`src/hw/rtl/hne_pkg.sv`:
```
// Shared types and constants of the Hamming neighbor enumerator.
package hne_pkg;

  localparam int unsigned CFG_W    = 5;   // width of each configuration register
  localparam int unsigned CENTER_W = 16;  // width of the center word and of a neighbor
  localparam int unsigned DIST_W   = 5;   // width of the reported distance

  localparam logic [0:0] REG_WORD_LENGTH  = 1'd0;
  localparam logic [0:0] REG_MIN_DISTANCE = 1'd1;

  localparam logic ACT_LOAD = 1'b0;  // load center, return first neighbor
  localparam logic ACT_NEXT = 1'b1;  // return following neighbor

  typedef struct packed {
    logic [CENTER_W-1:0] neighbor;
    logic [DIST_W-1:0]   distance;
    logic                valid_res;
    logic                last;
  } res_t;

endpackage

```
`src/hw/rtl/hamming_neighbor_enumerator.sv`:
```
// Top level of the Hamming neighbor enumerator: input stage, state and result stage.
//
//  channel  | direction | content
//  ---------+-----------+------------------------------------------------------
//  s_axis   | in        | tdata: center_word; tuser: action
//  m_axis   | out       | tdata: neighbor, distance; tuser: valid_res; tlast: last
//  cfg      | in        | write enable, register index, 5-bit data
//
// Each transfer is held in the input register and then passes through the step
// logic, which writes the enumeration state and the result register together.
// One item per cycle is sustained while m_axis is ready; the step unit's state loop sets it.
// Reset clears the state and sets word_length to 12 and min_distance to 2.
// A stalled result holds its register and stops the input stage behind it.
module hamming_neighbor_enumerator import hne_pkg::*; #(
  parameter int unsigned WORD_BITS = 16
) (
  input  logic                clk_i,
  input  logic                rst_ni,
  input  logic                s_axis_tvalid,
  output logic                s_axis_tready,
  input  logic [15:0]         s_axis_tdata,   // [15:0] center_word
  input  logic                s_axis_tuser,   // [0] action
  output logic                m_axis_tvalid,
  input  logic                m_axis_tready,
  output logic [23:0]         m_axis_tdata,   // [15:0] neighbor, [20:16] distance, zero fill
  output logic                m_axis_tuser,   // [0] valid_res
  output logic                m_axis_tlast,
  input  logic                cfg_we_i,
  input  logic                cfg_idx_i,
  input  logic [CFG_W-1:0]    cfg_wdata_i
);

  logic [CFG_W-1:0]     word_len_q;
  logic [CFG_W-1:0]     min_dist_q;
  logic                 in_valid_q;
  logic                 in_action_q;
  logic [CENTER_W-1:0]  in_center_q;
  logic [WORD_BITS-1:0] center_q, center_d;
  logic [WORD_BITS-1:0] mask_q, mask_d;
  logic [CFG_W-1:0]     weight_q, weight_d;
  logic                 active_q, active_d;
  logic                 out_valid_q;
  res_t                 out_res_q;
  res_t                 res_d;
  logic                 step_go;

  assign step_go       = in_valid_q && (!out_valid_q || m_axis_tready);
  assign s_axis_tready = !in_valid_q || step_go;

  always_ff @(posedge clk_i or negedge rst_ni) begin
    if (!rst_ni) begin
      word_len_q <= CFG_W'(12);
      min_dist_q <= CFG_W'(2);
    end else if (cfg_we_i) begin
      unique case (cfg_idx_i)
        REG_WORD_LENGTH:  word_len_q <= cfg_wdata_i;
        REG_MIN_DISTANCE: min_dist_q <= cfg_wdata_i;
        default: ;
      endcase
    end
  end

  always_ff @(posedge clk_i or negedge rst_ni) begin
    if (!rst_ni) begin
      in_valid_q <= 1'b0;
    end else if (s_axis_tready) begin
      in_valid_q <= s_axis_tvalid;
    end
  end

  always_ff @(posedge clk_i) begin
    if (s_axis_tvalid && s_axis_tready) begin
      in_action_q <= s_axis_tuser;
      in_center_q <= s_axis_tdata;
    end
  end

  hne_step #(
    .WORD_BITS(WORD_BITS)
  ) u_step (
    .word_len_i (word_len_q),
    .min_dist_i (min_dist_q),
    .action_i   (in_action_q),
    .center_i   (in_center_q),
    .center_q_i (center_q),
    .mask_q_i   (mask_q),
    .weight_q_i (weight_q),
    .active_q_i (active_q),
    .center_d_o (center_d),
    .mask_d_o   (mask_d),
    .weight_d_o (weight_d),
    .active_d_o (active_d),
    .res_o      (res_d)
  );

  always_ff @(posedge clk_i or negedge rst_ni) begin
    if (!rst_ni) begin
      center_q <= '0;
      mask_q   <= '0;
      weight_q <= '0;
      active_q <= 1'b0;
    end else if (step_go) begin
      center_q <= center_d;
      mask_q   <= mask_d;
      weight_q <= weight_d;
      active_q <= active_d;
    end
  end

  always_ff @(posedge clk_i or negedge rst_ni) begin
    if (!rst_ni) begin
      out_valid_q <= 1'b0;
    end else if (step_go) begin
      out_valid_q <= 1'b1;
    end else if (m_axis_tready) begin
      out_valid_q <= 1'b0;
    end
  end

  always_ff @(posedge clk_i) begin
    if (step_go) begin
      out_res_q <= res_d;
    end
  end

  assign m_axis_tvalid = out_valid_q;
  assign m_axis_tdata  = {3'b000, out_res_q.distance, out_res_q.neighbor};
  assign m_axis_tuser  = out_res_q.valid_res;
  assign m_axis_tlast  = out_res_q.last;

endmodule

```
`src/hw/rtl/hne_step.sv`:
```
// One enumeration step: load or advance the flip mask and form the result.
module hne_step import hne_pkg::*; #(
  parameter int unsigned WORD_BITS = 16
) (
  input  logic [CFG_W-1:0]     word_len_i,
  input  logic [CFG_W-1:0]     min_dist_i,
  input  logic                 action_i,
  input  logic [CENTER_W-1:0]  center_i,
  input  logic [WORD_BITS-1:0] center_q_i,
  input  logic [WORD_BITS-1:0] mask_q_i,
  input  logic [CFG_W-1:0]     weight_q_i,
  input  logic                 active_q_i,
  output logic [WORD_BITS-1:0] center_d_o,
  output logic [WORD_BITS-1:0] mask_d_o,
  output logic [CFG_W-1:0]     weight_d_o,
  output logic                 active_d_o,
  output res_t                 res_o
);

  localparam int unsigned MW = WORD_BITS + 1;

  function automatic logic [WORD_BITS-1:0] ones_f(input logic [CFG_W-1:0] n);
    logic [WORD_BITS-1:0] r;
    for (int i = 0; i < WORD_BITS; i++) begin
      r[i] = (CFG_W'(i) < n);
    end
    return r;
  endfunction

  logic [CFG_W-1:0]              len;
  logic [WORD_BITS-1:0]          len_mask;
  logic [WORD_BITS+CENTER_W-1:0] center_ext;
  logic [WORD_BITS+CENTER_W-1:0] nb_ext;
  logic [WORD_BITS-1:0]          center_w;
  logic [WORD_BITS-1:0]          mask_w;
  logic [CFG_W-1:0]              weight_w;
  logic                          active_w;
  logic [MW-1:0]                 m_ext;
  logic [MW-1:0]                 t_val;
  logic [MW-1:0]                 t_inc;
  logic [MW-1:0]                 low_bit;
  logic [MW-1:0]                 nxt;
  logic [CFG_W-1:0]              ctz;
  logic [CFG_W:0]                weight_inc;

  always_comb begin
    if (word_len_i == '0) begin
      len = CFG_W'(1);
    end else if (word_len_i > CFG_W'(WORD_BITS)) begin
      len = CFG_W'(WORD_BITS);
    end else begin
      len = word_len_i;
    end
    for (int i = 0; i < WORD_BITS; i++) begin
      len_mask[i] = (CFG_W'(i) < len);
    end
  end

  assign center_ext = {{WORD_BITS{1'b0}}, center_i};

  // Gosper step on the working mask; the mask is nonzero whenever the weight is.
  always_comb begin
    ctz = '0;
    for (int i = WORD_BITS - 1; i >= 0; i--) begin
      if (mask_w[i]) begin
        ctz = CFG_W'(i);
      end
    end
    m_ext   = {1'b0, mask_w};
    t_val   = m_ext | (m_ext - MW'(1));
    t_inc   = t_val + MW'(1);
    low_bit = t_inc & ~t_val;
    nxt     = t_inc | ((low_bit - MW'(1)) >> (ctz + CFG_W'(1)));
  end

  assign weight_inc = {1'b0, weight_w} + (CFG_W+1)'(1);
  assign nb_ext     = {{CENTER_W{1'b0}}, center_w ^ mask_w};

  always_comb begin
    center_w = center_q_i;
    mask_w   = mask_q_i;
    weight_w = weight_q_i;
    active_w = active_q_i;
    if (action_i == ACT_LOAD) begin
      center_w = center_ext[WORD_BITS-1:0] & len_mask;
      if (min_dist_i > len) begin
        active_w = 1'b0;
        mask_w   = '0;
        weight_w = '0;
      end else begin
        active_w = 1'b1;
        mask_w   = ones_f(min_dist_i);
        weight_w = min_dist_i;
      end
    end

    center_d_o = center_w;
    mask_d_o   = mask_w;
    weight_d_o = weight_w;
    active_d_o = active_w;
    res_o      = '0;

    if (active_w) begin
      if (weight_w > len || (mask_w & ~len_mask) != '0) begin
        // A shorter word length left the pending mask out of range.
        active_d_o = 1'b0;
        mask_d_o   = '0;
        weight_d_o = '0;
      end else begin
        res_o.neighbor  = nb_ext[CENTER_W-1:0];
        res_o.distance  = DIST_W'(weight_w);
        res_o.valid_res = 1'b1;
        if (weight_w == '0) begin
          weight_d_o = CFG_W'(1);
          mask_d_o   = WORD_BITS'(1);
        end else if ((nxt & ~{1'b0, len_mask}) == '0) begin
          mask_d_o = nxt[WORD_BITS-1:0];
        end else if (weight_inc > {1'b0, len}) begin
          active_d_o = 1'b0;
          mask_d_o   = '0;
          weight_d_o = '0;
        end else begin
          weight_d_o = weight_inc[CFG_W-1:0];
          mask_d_o   = ones_f(weight_inc[CFG_W-1:0]);
        end
        res_o.last = ~active_d_o;
      end
    end
  end

endmodule
```
`config.mk`:
```
export PLATFORM = sky130hd
export DESIGN_NAME = hamming_neighbor_enumerator
export DESIGN_NICKNAME = d
export VERILOG_FILES = /design/src/hw/rtl/hne_pkg.sv /design/src/hw/rtl/hamming_neighbor_enumerator.sv /design/src/hw/rtl/hne_step.sv
export SDC_FILE = /design/constraint.sdc
export NUM_CORES = 1
export LEC_CHECK = 0
export ABC_AREA = 1
export BUFFER_PORTS_ARGS = -buffer_cell sky130_fd_sc_hd__buf_2
export CAP_MARGIN = 20
export CORE_MARGIN = 8
export CORE_UTILIZATION = 50
export CTS_CLUSTER_SIZE = 20
export DETAILED_ROUTE_END_ITERATION = 8
export GPL_TIMING_DRIVEN = 0
export PLACE_DENSITY = 0.82
export SLEW_MARGIN = 10
export SYNTH_ARGS = -nofsm -noshare
export SYNTH_HDL_FRONTEND = slang
export SYNTH_SLANG_ARGS = --single-unit
```
`constraint.sdc`:
```
create_clock -name clk_i -period 5.91 [get_ports clk_i]
set_clock_uncertainty 0.1 [all_clocks]
set_input_delay 0.8865 -clock clk_i [delete_from_list [all_inputs] [get_ports clk_i]]
set_output_delay 0.8865 -clock clk_i [all_outputs]
set_load 0.02 [all_outputs]
```
==> results.yml, run 1 <==
pwr:
  power.density_nw_per_um2: 511
  p_leak_nw: 4.24
  irDropWorstVdd_v: 0.000238
  power_mw: 4.63
synthesis:
  synth_area_sq_um: 7310
  synth_common_cells: "240 x nand2_1, 131 x inv_1, 112 x nand3_1"
  synth_seq_cells: 90
  synth.distinct_cells: 55
  syn_inst: 1048
  synth_area_per_cell_sq_um: 6.98
  seq_area_frac_synth_pct: 33.6
  synth_ff_type: "dfrtp_1"
  yosysMostFrequentCell: "nand2_1"
  netlist.area_leader.share_pct: 16.4
  yosysWarnings: 0
  synth_top_area_cell: "edfxtp_1"
  synth-edff-count: 40
  synth_area_leaders: "edfxtp_1 16%, dfrtp_1 16%, nand2_1 12%, nand3_1 7.7%, inv_1 6.7%"
  async_reset_ff_share_pct: 55.6
worst_setup_path:
  crit_buf_inv: 13
  worstSetupPathType: "reg2reg"
  cp_max_fo: 6
  cpMostUsedCell: "nor2_4"
  ff2ff_setup_slack_ns: -0.16
  r2r_end: "mask_q[11]"
  critPathTopFamily: "simple AND/OR/NAND/NOR gates"
  end_kind: "flop"
  critical-path-slowest-cell: "dfstp_2"
  reg2reg_from: "word_len_q[3]"
  worstPathArrival_ns: 6.21
  crit_path_start_kind: "flop"
  reg2reg_depth: 51
  critical-path-max-stage-delay_ns: 0.57
  critPathRequiredTime_ns: 6.05
die:
  coreArea_sq_um: 14400
  io_pins: 56
  initial_core_util_pct: 50.7
  die_h_um: 137
  std_cell_rows: 44
  fp.dieW_um: 137
  die_area_sq_um: 18800
clock_network:
  clk_pin_slew_ns: 0.07
  clk_path_buf_depth: 2
  hold_buffers: 0
  htree_levels: 3
  cts_tree: "yes"
  cts_buffers: 9
  root_buffer: "clkbuf_16"
  cts.sinks: 90
  clk_latency_ns: 0.36
detailed_routing:
  vias: 7877
  drc: 0
  drt_pre_antenna_iters: 6
  ant_nets: 0
  drt-vias-per-instance: 5.82
  wl_um: 24800
  drtIter0Drc: 1057
  routedWlPerCell_um: 18.3
layout:
  drive_above_1_share_pct: 29.2
  areaGrowthSynthToFinish_pct: 23.9
  final_core_util_pct: 62.8
  diodes: 0
  instances_no_fill: 1353
  nets: 1226
job:
  drv_cap: 0
status:
  violations: "setup timing"
  status: "finished with violations"
global_routing:
  use_met3_pct: 5.62
  gr-total-overflow: 0
  busiest_layer: "met2"
  grt_use_met2_pct: 41.3
  antenna_found_initial: 0
  grt_util_met1_pct: 31.9
  grt_pass1_vias: 7242
  grt_use_total_pct: 25.7
  grt_max_degree: 33
  grt_pass1_wl_um: 37500
sta:
  final.setup.worst_slack_ns: -0.161
  finalMaxSlewViolations: 0
  final.min_clock_period_ns: 6.07
  setup_violations: 22
  rsz0062_at_grt: "true"
  hold_viol: 0
  timing.hold.ws_ns: 0.397
  max_slew_margin_pct: 37.0
  min_period_over_period_pct: 103
  tightest_slew_ns: 0.936
  max_freq_ghz: 0.165
placed_design:
  place_inst: 1287
  gp_congestion: 0.974
  hpwlAfterDp_um: 17800
  port_buffers: 52
hold_path:
  hold_class: "reg2reg"
  holdPathEnd: "center_q[3]"
  min_path_cells: 2
  min_from: "center_q[3]"
-- tightest hold or removal path, stage by stage, from the launching register on --
cell and delay, ns:
dfrtp_1 0.34, nand2_1 0.05, o21ai_0 0.07
-- area by class of cell --
class / count / area, sq um
Buffer: 32 / 190
Clock buffer: 9 / 225
Clock inverter: 7 / 68.8
Fill cell: 1267 / 5360
Inverter: 155 / 599
Multi-Input combinational cell: 772 / 4610
Sequential cell: 90 / 2460
Tap cell: 184 / 230
Timing Repair Buffer: 104 / 679
-- report_power, final --
group          internal [mW]  total, mW  switching, mW
sequential             0.795      0.866         0.0709
combinational           1.07       3.19           2.11
clock                  0.296      0.578          0.281
total                   2.17       4.63           2.47
-- flip-flops by register name, summed over array words and instances (netlist names) --
register / flops
m_axis_tdata: 21
center_q: 16
in_center_q: 16
mask_q: 16
min_dist_q: 5
weight_q: 5
word_len_q: 5
active_q: 1
in_action_q: 1
in_valid_q: 1
m_axis_tlast: 1
m_axis_tuser: 1
m_axis_tvalid: 1
-- how the worst max path moves through the flow --
| stage | to | depth (start not counted) | startpoint |
|---|---|---|---|
| final | mask_q[11] | 51 | word_len_q[3] |
| after floorplan | weight_q[3] | 49 | word_len_q[2] |
| after global placement | m_axis_tlast | 49 | word_len_q[4] |
| after detailed placement | m_axis_tlast | 49 | word_len_q[4] |
| after CTS | weight_q[4] | 51 | word_len_q[2] |
| after global routing | mask_q[3] | 52 | word_len_q[1] |
-- routing by layer --
layer  up-vias  share of wire (%)  routed length, um
li1       3672                  -                  -
met1      3652                 39               9550
met2       455                 47              11600
met3        98                9.8               2430
met4         0                4.8               1200
met5         -                  0                  0
-- cells by family (layout without fill, tap and decap cells) --
logic type | count (synthesis) | count (layout) | share of synthesized area [%]
buffers and inverters | 188 | 307 | 10.5
DFF | 90 | 90 | 33.6
xor gates and xnor gates | 16 | 16 | 1.92
AOI/OAI and AO/OA | 173 | 173 | 13.8
other | 1 | 3 | 0.0513
and+or+nand+nor | 546 | 546 | 34.3
adders and majority gates | 34 | 34 | 5.82
-- per-stage QoR --
step / worst slack (ns) / instance area (sq um) / TNS, ns
floorplan: 0.222 / 7320 / 0
global placement: -0.935 / 7810 / -19.22
detailed placement: -1.02 / 7840 / -21.18
CTS: -0.0287 / 8670 / -0.0767
global route: -0.526 / 9060 / -10.95
finish: -0.161 / 9060 / -2.12
-- layout by cell type, fill, tap and decap left out, drive strengths merged, types with 16 or more instances in the layout --
master  synthesis  final
o21ai          75     75
nand2         253    253
dfrtp          47     47
inv           154    158
nor2          118    118
edfxtp         40     40
buf            17    121
nor3           16     16
a21oi          68     68
clkbuf         16     24
nand3         119    119
or2            18     18
ha             34     34
-- repair_timing --
| action | in CTS | in global routing |
|---|---|---|
| setup endpoints to repair | 23 | 23 |
| setup buffers | 31 | 18 |
| gates cloned | 2 | 0 |
| resized for setup | 75 | 77 |
| pin swaps | 31 | 43 |
No activity file was read; power rests on OpenSTA's default activity.
==> inputs of run 2 (changes only) <==
--- a/config.mk
+++ b/config.mk
@@ -8,7 +8,8 @@
 export ABC_AREA = 1
 export BUFFER_PORTS_ARGS = -buffer_cell sky130_fd_sc_hd__buf_2
 export CAP_MARGIN = 20
-export CORE_MARGIN = 8
+export CORE_ASPECT_RATIO = 2
+export CORE_MARGIN = 3
 export CORE_UTILIZATION = 50
 export CTS_CLUSTER_SIZE = 20
 export DETAILED_ROUTE_END_ITERATION = 8
==> results.yml, run 2 (synthesis gave the netlist of run 1 again) <==
global_routing:
  antenna_found_initial: 1
  gr-total-overflow: 0
  grt_pass1_vias: 7768
  grt_use_total_pct: 32.9
  grt_pass1_wl_um: 40500
  grt_max_degree: 33
clock_network:
  root_buffer: "clkbuf_16"
  cts_tree: "yes"
  clk_pin_slew_ns: 0.07
  cts_buffers: 9
  clk_path_buf_depth: 2
  cts.sinks: 90
  htree_levels: 3
  clk_latency_ns: 0.35
  hold_buffers: 0
pwr:
  p_int_mw: 2.28
  combinationalPowerShare_pct: 69.9
  sw_frac_of_total_pct: 53.4
  irDropWorstVdd_v: 0.000300
  power_mw: 4.89
  seqPwrFrac_pct: 17.8
  power.density_nw_per_um2: 527
  power_switching_mw: 2.61
  clkPwrFrac_pct: 12.3
  p_leak_nw: 4.32
placed_design:
  place_inst: 1292
  port_buffers: 52
  gp_congestion: 1.07
  dp_slack_ns: -1.05
  post_dp_cell_area_sq_um: 7840
  hpwlAfterDp_um: 19000
die:
  die_area_sq_um: 16200
  std_cell_rows: 61
  io_pins: 56
  die_h_um: 177
  fp.dieW_um: 91.5
  coreArea_sq_um: 14100
  initial_core_util_pct: 51.8
detailed_routing:
  drtIter0Drc: 790
  drc: 0
  drt-vias-per-instance: 5.96
  ant_nets: 0
  drt_pre_antenna_iters: 8
  wl_um: 27400
  vias: 8127
  routedWlPerCell_um: 20.1
worst_setup_path:
  critPathRequiredTime_ns: 6.04
  crit_buf_inv: 13
  worstSetupPathType: "reg2reg"
  reg2reg_from: "word_len_q[4]"
  reg2reg_depth: 48
  critPathTopFamily: "simple AND/OR/NAND/NOR gates"
  critical-path-slowest-cell: "dfrtp_2"
  cp_max_fo: 5
  cpMostUsedCell: "nor2_4"
  end_kind: "flop"
  critical-path-max-stage-delay_ns: 0.45
  ff2ff_setup_slack_ns: -0.24
  crit_path_start_kind: "flop"
  worstPathArrival_ns: 6.28
  r2r_end: "mask_q[13]"
hold_path:
  hold_class: "reg2reg"
  min_from: "center_q[3]"
  min_path_cells: 2
  holdPathEnd: "center_q[3]"
sta:
  hold_viol: 0
  timing.hold.ws_ns: 0.394
  max_freq_ghz: 0.163
  final.min_clock_period_ns: 6.15
  finalMaxSlewViolations: 0
  rsz0062_at_grt: "true"
  setup_violations: 23
  tightest_slew_ns: 0.860
  tns_ns: -2.53
  final.setup.worst_slack_ns: -0.241
  min_period_over_period_pct: 104
  max_slew_margin_pct: 42.7
layout:
  drive_above_1_share_pct: 30.3
  final_common_cell: "nand2_1"
  largest_reg_flops: 21
  areaGrowthSynthToFinish_pct: 27.0
  final_core_util_pct: 65.8
  instances_no_fill: 1363
  multi_input_area_sq_um: 4770
  nets: 1230
  design_area_sq_um: 9290
  regArea_sq_um: 2460
  nFillCells: 1174
  final_cell_mix: "208 x nand2_1, 116 x inv_1, 95 x nand3_1"
status:
  violations: "setup timing"
  status: "finished with violations"
job:
  drv_cap: 0
[run 2: what timing repair did]
action,CTS,global route
cloned,3,0
pin swaps,40,58
buffers inserted,39,13
resized for setup,88,98
setup endpoints to repair,23,23
endpoints found under the hold margin,0,0
[run 2: routing by layer]
layer,track usage [%],vias to the layer above,part of all wire (%)
li1,-,3678,-
met1,31.7,3729,31
met2,56.8,503,50
met3,6.68,217,7.0
met4,31.5,0,12
met5,0,-,0
[run 2: layout make-up]
class | instances | share of cell area, %
multi-input combinational | 772 | 51.4
sequential | 90 | 26.5
timing repair buffer | 108 | 7.84
inverter | 155 | 6.43
tap | 189 | 2.55
clock buffer | 10 | 2.46
buffer | 32 | 2.05
clock inverter | 6 | 0.795
antenna | 1 | 0.0269
[run 2: worst max-delay path by stage]
stage | from | end | slack (ns) | cells past startpoint
global placement | word_len_q[4] | mask_q[15] | -1.04 | 49
CTS | word_len_q[2] | m_axis_tlast | -0.15 | 49
floorplan | word_len_q[2] | weight_q[3] | 0.22 | 49
finish | word_len_q[4] | mask_q[13] | -0.24 | 48
detailed placement | word_len_q[4] | m_axis_tlast | -1.05 | 49
global route | word_len_q[4] | mask_q[13] | -0.51 | 47
[run 2: tightest hold or removal path, stage by stage, from the launching register on]
cell and delay [ns]:
dfrtp_1 0.35, nand2_1 0.05, o21ai_0 0.06
[run 2: power groups by stage]
| stage | Combinational, mW | Clock, mW | Sequential [mW] |
|---|---|---|---|
| 6_report | 3.42 | 0.604 | 0.871 |
| 5_1_grt | 3.66 | 0.629 | 0.884 |
| 4_1_cts | 2.93 | 0.599 | 0.863 |
| 3_5_place_dp | 2.61 | 0 | 0.872 |
| 3_3_place_gp | 2.57 | 0 | 0.867 |
| 2_1_floorplan | 1.86 | 0 | 0.881 |
==> inputs of run 3 (changes only) <==
--- a/config.mk
+++ b/config.mk
@@ -15,6 +15,7 @@
 export DETAILED_ROUTE_END_ITERATION = 8
 export GPL_TIMING_DRIVEN = 0
 export PLACE_DENSITY = 0.82
+export RECOVER_POWER = 25
 export SLEW_MARGIN = 10
 export SYNTH_ARGS = -nofsm -noshare
 export SYNTH_HDL_FRONTEND = slang
==> results.yml, run 3 (synthesis gave the netlist of run 1 again) <==
status:
  status: "finished with violations"
  violations: "capacitance limit, slew limit, setup timing"
layout:
  areaGrowthSynthToFinish_pct: 27.0
  instances_no_fill: 1363
  final_core_util_pct: 65.8
  final_common_cell: "nand2_1"
  largest_reg_flops: 21
  nets: 1230
  drive_above_1_share_pct: 30.2
  final_cell_mix: "208 x nand2_1, 116 x inv_1, 95 x nand3_1"
placed_design:
  hpwlAfterDp_um: 19000
  port_buffers: 52
  gp_congestion: 1.07
  place_inst: 1292
  dp_slack_ns: -1.05
detailed_routing:
  drt-vias-per-instance: 5.94
  ant_nets: 0
  routedWlPerCell_um: 20.1
  drtIter0Drc: 790
  drt_pre_antenna_iters: 6
  vias: 8094
  wl_um: 27400
  drc: 0
global_routing:
  gr-total-overflow: 0
  grt_pass1_wl_um: 40500
  grt_pass1_vias: 7768
  antenna_found_initial: 1
  grt_use_total_pct: 32.9
  grt_max_degree: 33
sta:
  final.setup.worst_slack_ns: -0.251
  max_slew_margin_pct: -0.924
  min_period_over_period_pct: 104
  tightest_slew_ns: 1.51
  final.min_clock_period_ns: 6.16
  setup_violations: 23
  finalMaxSlewViolations: 24
  hold_viol: 0
  rsz0062_at_grt: "true"
  max_freq_ghz: 0.162
job:
  drv_cap: 1
die:
  std_cell_rows: 61
  initial_core_util_pct: 51.8
  fp.dieW_um: 91.5
  die_area_sq_um: 16200
  io_pins: 56
  die_h_um: 177
  coreArea_sq_um: 14100
clock_network:
  root_buffer: "clkbuf_16"
  cts_buffers: 9
  clk_path_buf_depth: 2
  hold_buffers: 0
  clk_latency_ns: 0.35
  cts_tree: "yes"
  clk_pin_slew_ns: 0.07
  cts.sinks: 90
  htree_levels: 3
hold_path:
  hold_class: "reg2reg"
  min_from: "weight_q[4]"
pwr:
  power.density_nw_per_um2: 527
  p_leak_nw: 4.32
  irDropWorstVdd_v: 0.000301
worst_setup_path:
  reg2reg_from: "word_len_q[4]"
  critical-path-max-stage-delay_ns: 0.45
  worstPathArrival_ns: 6.29
  critPathRequiredTime_ns: 6.04
  cp-startpoint: "word_len_q[4]"
  critPathTopFamily: "simple AND/OR/NAND/NOR gates"
  cpMostUsedCell: "nor2_4"
  critical-path-slowest-cell: "dfrtp_2"
  cp_max_fo: 5
  worstSetupPathType: "reg2reg"
  crit_buf_inv: 13
  end_kind: "flop"
  crit_path_start_kind: "flop"
[run 3: worst register-to-register path: cells and delay by family, from the launching register on]
| family | cells | cell delay (ns) |
|---|---|---|
| and+or+nand+nor | 30 | 3.21 |
| buffers and inverters | 13 | 1.42 |
| adders and majority gates | 2 | 0.49 |
| DFF | 1 | 0.45 |
| AOI/OAI and AO/OA | 2 | 0.23 |
| xor gates and xnor gates | 1 | 0.16 |
[run 3: area by class of cell]
type | instances | area [sq um]
flip-flops and latches | 90 | 2460
plain buffers | 32 | 190
clock buffers | 10 | 229
inverters | 155 | 597
well taps | 189 | 236
repair buffers | 108 | 726
diodes | 1 | 2.50
multi-input cells | 772 | 4770
fillers | 1175 | 4830
clock inverters | 6 | 73.8
[run 3: final timing paths]
path | slack [ns] | endpoint | cells after the start
max | -0.25 | mask_q[13] | 48
min | 0.39 | weight_q[4] | 2
max reg2reg | -0.25 | mask_q[13] | 48
min reg2reg | 0.39 | weight_q[4] | 2
max in group asynchronous | 3.92 | word_len_q[1] | 1
min in group asynchronous | 0.79 | weight_q[0] | 1
[run 3: metal layers]
layer	up-vias	GRT usage, %	part of all wire [%]
met1	3701	31.7	31
met4	0	31.5	12
met5	-	0	0
met2	501	56.8	50
met3	216	6.68	7.2
li1	3676	-	-
[run 3: timing repair]
| item | CTS | global route |
|---|---|---|
| gates cloned | 3 | 0 |
| pin swaps | 40 | 58 |
| endpoints found under the setup margin | 23 | 23 |
| resized for setup | 88 | 98 |
| buffers inserted | 39 | 13 |
[run 3: metrics by stage]
| step | TNS (ns) | instance area, sq um | total power, mW | hold WS (ns) |
|---|---|---|---|---|
| 2_1_floorplan | 0 | 7320 | 2.74 | 0.349 |
| 3_3_place_gp | -21.91 | 7820 | 3.44 | 0.363 |
| 3_5_place_dp | -22.22 | 7840 | 3.48 | 0.374 |
| 4_1_cts | -1.90 | 8800 | 4.39 | 0.383 |
| 5_1_grt | -8.85 | 9290 | 5.17 | 0.421 |
| 6_report | -2.75 | 9290 | 4.89 | 0.394 |
[run 3: where the power goes]
part | internal [mW] | switching (mW)
registers | 0.795 | 0.0750
clock network | 0.334 | 0.268
logic | 1.15 | 2.26
